**src/design/twt_pkg.sv**
```systemverilog
// ----------------------------------------------------------------------------
// Torus wrap test package
// Grid dimensions, derived widths and the flood step result type.
// ----------------------------------------------------------------------------
package twt_pkg;

    localparam int MAX_SIDE   = 5;
    localparam int GRID_W     = 2 * MAX_SIDE;
    localparam int CELLS      = MAX_SIDE * GRID_W;
    localparam int OCC_W      = MAX_SIDE * MAX_SIDE;
    localparam int SIDE_W     = 3;
    localparam int ROW_W      = $clog2(MAX_SIDE);
    localparam int COL_W      = $clog2(GRID_W);
    localparam int CELL_W     = $clog2(CELLS);
    localparam int POS_W      = $clog2(OCC_W);
    localparam int MIN_SIDE   = 2;
    localparam int SIDE_RESET = 5;

    typedef struct packed {
        logic [CELLS-1:0] reach;
        logic             changed;
    } flood_res_t;

endpackage

```
**src/design/twt_flood_unit.sv**
```systemverilog
// ----------------------------------------------------------------------------
// Flood step unit
// Grows the reached set by one neighbour step over the occupied sites.
// Rows wrap at the side length in use; columns do not wrap.
// ----------------------------------------------------------------------------
module twt_flood_unit
    import twt_pkg::*;
(
    input  logic [CELLS-1:0]  grid,
    input  logic [CELLS-1:0]  reach,
    input  logic [SIDE_W-1:0] side,
    output flood_res_t        res
);

    logic [GRID_W-1:0] rows [MAX_SIDE];
    logic [GRID_W-1:0] last_row;
    logic [CELLS-1:0]  grown;
    logic [ROW_W-1:0]  bottom;

    assign bottom = ROW_W'(side - SIDE_W'(1));

    for (genvar r = 0; r < MAX_SIDE; r++) begin : g_split
        assign rows[r] = reach[r*GRID_W +: GRID_W];
    end

    always_comb begin
        last_row = '0;
        for (int k = 0; k < MAX_SIDE; k++) begin
            if (ROW_W'(k) == bottom) begin
                last_row = rows[k];
            end
        end
    end

    for (genvar r = 0; r < MAX_SIDE; r++) begin : g_row
        logic [GRID_W-1:0] up_row;
        logic [GRID_W-1:0] down_row;
        logic [GRID_W-1:0] nb;

        if (r == 0) begin : g_top
            assign up_row = last_row;
        end else begin : g_mid_up
            assign up_row = rows[r-1];
        end

        if (r == MAX_SIDE - 1) begin : g_bot
            assign down_row = rows[0];
        end else begin : g_mid_down
            assign down_row = (ROW_W'(r) == bottom) ? rows[0] : rows[r+1];
        end

        assign nb = rows[r] | up_row | down_row | (rows[r] << 1) | (rows[r] >> 1);
        assign grown[r*GRID_W +: GRID_W] = grid[r*GRID_W +: GRID_W] & nb;
    end

    assign res.reach   = grown;
    assign res.changed = (grown != reach);

endmodule

```
**config.mk**
```make
export PLATFORM = sky130hd
export DESIGN_NAME = twt_flood_unit
export DESIGN_NICKNAME = d
export VERILOG_FILES = /design/src/design/twt_pkg.sv /design/src/design/twt_flood_unit.sv
export SDC_FILE = /design/constraint.sdc
export NUM_CORES = 1
export LEC_CHECK = 0
export BUFFER_PORTS_ARGS = -buffer_cell sky130_fd_sc_hd__buf_2
export CORE_ASPECT_RATIO = 0.5
export CORE_MARGIN = 3
export CORE_UTILIZATION = 35
export DETAILED_ROUTE_END_ITERATION = 10
export PLACE_DENSITY_LB_ADDON = 0.05
export SYNTH_ARGS = -nofsm -noshare
export SYNTH_HDL_FRONTEND = slang
export SYNTH_SLANG_ARGS = --single-unit
```
**constraint.sdc**
```tcl
create_clock -name vclk -period 3.9
set_clock_uncertainty 0.1 [all_clocks]
set_input_delay 0.39 -clock vclk [all_inputs]
set_output_delay 0.39 -clock vclk [all_outputs]
set_load 0.05 [all_outputs]
```
==> results.txt, run 1 <==
top cells by count, synth: 36 x inv_1, 26 x clkbuf_1, 26 x nand2_1, 23 x nor2_1, 22 x nor4_1
Die X-Extent: 124.8 um
CLK BUF: 0
largest family of logic cells by synthesized area: compound AO/OA/AOI/OAI gates
TNS Setup: 0 ns
post-synthesis compound-gate area fraction: 38.06%
Slew headroom: 42.72%
mux share of post-synthesis cell area: 7.349%
post-synth top area cell: mux2i_1
hold_sp: grid[25]
initial antenna violation count: 1
cells taking the most area after synthesis: mux2i_1 6.9%, nor4_1 5.6%, inv_1 5.5%, clkbuf_1 4.0%, nand2_1 4.0%
hold depth: 4
Seq/Total Area, Yosys: 0%
most used cell, CP: buf_2
worst slew pin tran: 0.8484 ns
fin nets: 630
Max stage delay on crit path: 0.43 ns
Max Fclk: 283.3 MHz
post-synthesis cell type count: 66
Starting Density: 38.39%
buffer count from post-CTS setup fixing: 0
HP Class: primary input to primary output
Min Hold Slack: 1.074 ns
DRT Wirelength: 13810 um
Net Count, Synth: 496
Slew Viols, Final: 0
DR iter-0 viols: 508
vias in the first global route: 3485
DR DRC count: 0
Hold EP: res[26]
crit path DAT: 3.04 ns
area share of the largest cell type after synthesis: 6.893%
Layout area overhead: 33.30%
Synth Area in Simple Gates: 36.29%
Buffers & Inverters on Critical Path: 3
I/O pins: 154
xor/xnor share of the synthesized area: 5.677%
share of layout cells above drive strength 1: 34.16%
most frequent cell after synthesis: inv_1
RSZ-0062 raised after global routing: no
# rows: 20
IO Port Bufs: 154
min cycle time layout: 3.530 ns
post-route ant nets: 0
1st-pass router iterations: 5
Final period util: 90.51%
grt total ovfl: 0
worst-path fanout max: 7
CP endpoint kind: primary output
Max Cap Violations: 0
CORE AREA: 6431 um2
Mean Syn Cell Area: 6.297 um2
Die Ht: 65.39 um
All-Layer GR Usage: 31.66%
Crit path max-delay family: simple AND/OR/NAND/NOR gates
Crit-path slowest cell: a2111oi_0
Die ar.: 8158 um2
Hold Fails Final Rpt: 0
routed via count: 3861
setup violators final: 0
Crit Path Category: primary input to primary output
Hold Buf Count CTS: 0
Adder-Cell Fraction of Synth Area: 0.5068%
DR vias/cell: 6.299
worst endpoint required time: 3.41 ns
DP HPWL: 11400 um
GP Congestion: 0.9934
outcome: finished, final reports clean
Ys Warns: 0
Gate Count Post-Synth: 392
Critical Path Start Type: primary input
largest net degree at the start of global routing: 19
critical path cell sequence: buf_2 -> nor2_1 -> ha_1 -> and3b_2 -> mux2i_1 -> o311ai_0 -> buf_4 -> nand3_1 -> a2111oi_0 -> nor4b_2 -> nand4_1 -> buf_2
register area: 0 um2
WL/cell: 22.52 um
Synth Cell Area: 2469 um2
number of sequential cells: 0
first-pass GRT wire length: 20290 um
[metrics by stage]
step / cells / setup slack, ns / instance area (um2) / utilization [%]
2_1_floorplan: 392 / 0.1362 / 2481 / -
3_3_place_gp: 612 / 0.4060 / 3287 / 51.11
3_5_place_dp: 612 / 0.2600 / 3287 / 51.11
4_1_cts: 612 / 0.2533 / 3287 / 51.11
5_1_grt: 612 / 0.1185 / 3288 / 51.13
6_report: 613 / 0.3701 / 3291 / 51.17
[final cells by class]
type                       instances  area (um2)
fill                             721        3141
multi-input combinational        322        2182
timing repair buffer             166       860.8
inverter                          36       135.1
tap                               88       110.1
antenna                            1       2.502
[worst max-delay path by stage]
stage | from | endpoint | cells past startpoint
2_1_floorplan | side[0] | res[0] | 12
3_3_place_gp | side[1] | res[0] | 11
3_5_place_dp | side[1] | res[0] | 12
4_1_cts | side[1] | res[0] | 12
5_1_grt | side[1] | res[0] | 12
6_report | side[1] | res[0] | 12
[repair_timing]
item,4_1_cts,5_1_grt
hold endpoints to repair,0,0
endpoints found under the setup margin,0,1
gates resized for setup,0,1
[layout by cell type, fill, tap and decap left out, types with 5 or more instances in the layout]
cell type | Yosys | routed
o21a_1 | 8 | 8
nand2b_1 | 14 | 14
nor3_1 | 14 | 14
o21ai_0 | 12 | 12
a21boi_0 | 12 | 10
buf_4 | 1 | 12
o211ai_1 | 6 | 6
or3_1 | 5 | 5
nor2_1 | 23 | 23
a31oi_1 | 12 | 12
xor2_1 | 7 | 7
nor2b_1 | 9 | 9
o311ai_0 | 5 | 5
nand3_1 | 10 | 10
and2_1 | 8 | 8
nand2_1 | 26 | 26
mux2i_1 | 17 | 17
nor4_1 | 22 | 22
buf_2 | 2 | 154
a21oi_1 | 18 | 18
inv_1 | 36 | 36
o22ai_1 | 11 | 11
xnor2_1 | 9 | 9
[layer usage]
metal | up-vias | share of wire (%) | global-route usage [%]
met5 | - | 0 | 0
met1 | 1787 | 46 | 50.29
met3 | 8 | 15 | 6.737
met2 | 310 | 39 | 44.42
met4 | 0 | 0.44 | 1.503
li1 | 1756 | - | -
[logic make-up (layout without fill, tap and decap cells)]
group / after synthesis / after routing
simple gates: 158 / 158
xor+xnor: 16 / 16
compound gates: 129 / 129
buf+inv: 70 / 202
fa+ha+maj: 1 / 1
mux: 18 / 18
other cells: 0 / 1
==> inputs of run 2 (changes only) <==
==> constraint.sdc (replaced) <==
create_clock -name vclk -period 3.26
set_clock_uncertainty 0.1 [all_clocks]
set_input_delay 0.652 -clock vclk [all_inputs]
set_output_delay 0.652 -clock vclk [all_outputs]
set_load 0.05 [all_outputs]
==> run 2 against run 1 <==
Net effect:
- the run now ends with setup timing left
- worst hold slack gained 0.50 ns
- via count up 21%
- design area rose by 49%
- cell count is 26% higher
- non-clock buffer count is 158 higher
- count of clock-buffer cells in the layout unchanged
- global-route usage grew 5.7 points
- setup slack worse by 0.87 ns
- sequential share of layout area is the same
- routed wire length rose by 19%
- first-iteration DRC count rose by 29%
- highest routed layer unchanged
==> results.txt, run 2 (synthesized netlist as in run 1, its figures left out) <==
outcome: finished with violations
violated checks: setup timing
CORE AREA: 6431 um2 (unchanged)
1st-pass router iterations: 7 (+2)
fillers: 529 (-27%)
CP endpoint: res[0]
placed cells: 757 (+24%)
# diodes: 0 (-1)
initial antenna violation count: 0 (-1)
first-pass GRT wire length: 23890 um (+18%)
Crit Path Category: primary input to primary output
Worst Setup SP: side[1]
worst-path fanout max: 7 (unchanged)
largest net degree at the start of global routing: 18 (-1)
Die X-Extent: 124.8 um (unchanged)
pwr dens: 170.2 nW/um2
Die Ht: 65.39 um (unchanged)
commonest cells after routing, fill and taps aside: 160 x buf_4, 139 x buf_2, 36 x inv_1, 26 x nand2_1, 21 x nor4_1
DR vias/cell: 6.090 (-3.3%)
cell internal pwr: 350.7 uW
Comb pwr share: 100.0%
worst slew pin tran: 0.4770 ns (-0.3714 ns)
DR DRC count: 0 (unchanged)
Hold Fails Final Rpt: 0 (unchanged)
All-Layer GR Usage: 37.37% (+5.7 points)
vias in the first global route: 4388 (+26%)
clock share of power: 0%
GP Congestion: 1.149 (+16%)
Seq pwr share: 0%
setup violators final: 9 (+9)
Finished Core Util: 76.44% (+25 points)
switching share of power: 58.10%
Slew headroom: 67.80% (+25 points)
share of layout cells above drive strength 1: 56.60% (+22 points)
Final period util: 115.5%
switching power: 486.2 uW
Min Hold Slack: 1.575 ns (+0.5006 ns)
Critical Path Start Type: primary input
peak supply drop: 0.1181 mV
RSZ-0062 raised after global routing: yes
I/O pins: 154 (unchanged)
Max Fclk: 265.6 MHz
# rows: 20 (unchanged)
WL/cell: 21.33 um (-5.3%)
worst endpoint required time: 2.51 ns (-0.90 ns)
Placement Setup Slack: -0.6734 ns (-0.9334 ns)
DP HPWL: 13370 um (+17%)
Layout area overhead: 99.14%
post-route ant nets: 0 (unchanged)
crit path DAT: 3.01 ns (-0.03 ns)
Hold Buf Count CTS: 0 (unchanged)
number of sequential cells: 0 (unchanged)
IO Port Bufs: 154 (unchanged)
CP endpoint kind: primary output
routed via count: 4689 (+21%)
leakage: 0.002393 uW
hold depth: 3 (-1)
area of the multi-input gates: 2450 um2 (+12%)
min cycle time layout: 3.765 ns
Die ar.: 8158 um2 (unchanged)
Starting Density: 38.39% (unchanged)
CLK BUF: 0 (unchanged)
Max Cap Violations: 0 (unchanged)
PnR worst setup slack: -0.5046 ns (-0.8747 ns)
most common cell after layout, fill and taps aside: buf_4
DR iter-0 viols: 655 (+29%)
DRT Wirelength: 16420 um (+19%)
fin nets: 788 (+25%)
grt total ovfl: 0 (unchanged)
non-filler instance count after layout: 770 (+26%)
HP Class: primary input to primary output
Slew Viols, Final: 0 (unchanged)
register area: 0 um2 (unchanged)
-- run 2: cell type report --
type	instances	area share, %
tap	88	2.240
timing repair buffer	324	45.18
multi-input combinational	322	49.83
inverter	36	2.749
-- run 2: critical path: stages --
cell and delay, ns:
buf_8 0.10, nor2_4 0.10, ha_4 0.21, buf_6 0.12, buf_4 0.13, and2_1 0.27
a221oi_1 0.42, o21ai_2 0.15, a222oi_1 0.49, nand4_1 0.17, buf_6 0.18
-- run 2: metrics by stage --
stage / cell area [um2] / power (uW) / setup TNS, ns
2_1_floorplan: 2599 / 382.3 / -1.043
3_3_place_gp: 4464 / 727.0 / -3.360
3_5_place_dp: 4464 / 728.4 / -3.626
4_1_cts: 4652 / 763.3 / -0.5916
5_1_grt: 4916 / 872.0 / -2.248
6_report: 4916 / 836.9 / -1.698
-- run 2: worst min-delay path by stage --
stage	startpoint	endpoint
after floorplan	grid[0]	res[1]
after global placement	grid[27]	res[28]
after detailed placement	grid[27]	res[28]
after CTS	grid[6]	res[7]
after global routing	grid[6]	res[7]
final	grid[6]	res[7]
-- run 2: timing repair --
| item | 4_1_cts | 5_1_grt |
|---|---|---|
| gates resized for setup | 50 | 57 |
| endpoints found under the hold margin | 0 | 0 |
| gates cloned | 0 | 0 |
| endpoints found under the setup margin | 13 | 13 |
| setup buffers | 6 | 13 |
| pin swaps | 18 | 22 |
-- run 2: power groups by stage --
stage / registers [uW] / clock network (uW) / logic [uW]
6_report: 0 / 0 / 837
5_1_grt: 0 / 0 / 872
4_1_cts: 0 / 0 / 763
3_5_place_dp: 0 / 0 / 728
3_3_place_gp: 0 / 0 / 727
2_1_floorplan: 0 / 0 / 382
-- run 2: metal layers --
metal  routed length, um  GRT usage (%)  up-vias
li1                    -              -     2074
met5                   0              0        -
met2                6621          55.31      403
met1                6584          52.70     2166
met4                 340          8.197        0
met3                2875          11.85       46
Note: power is estimated with default switching activity, not from simulation.
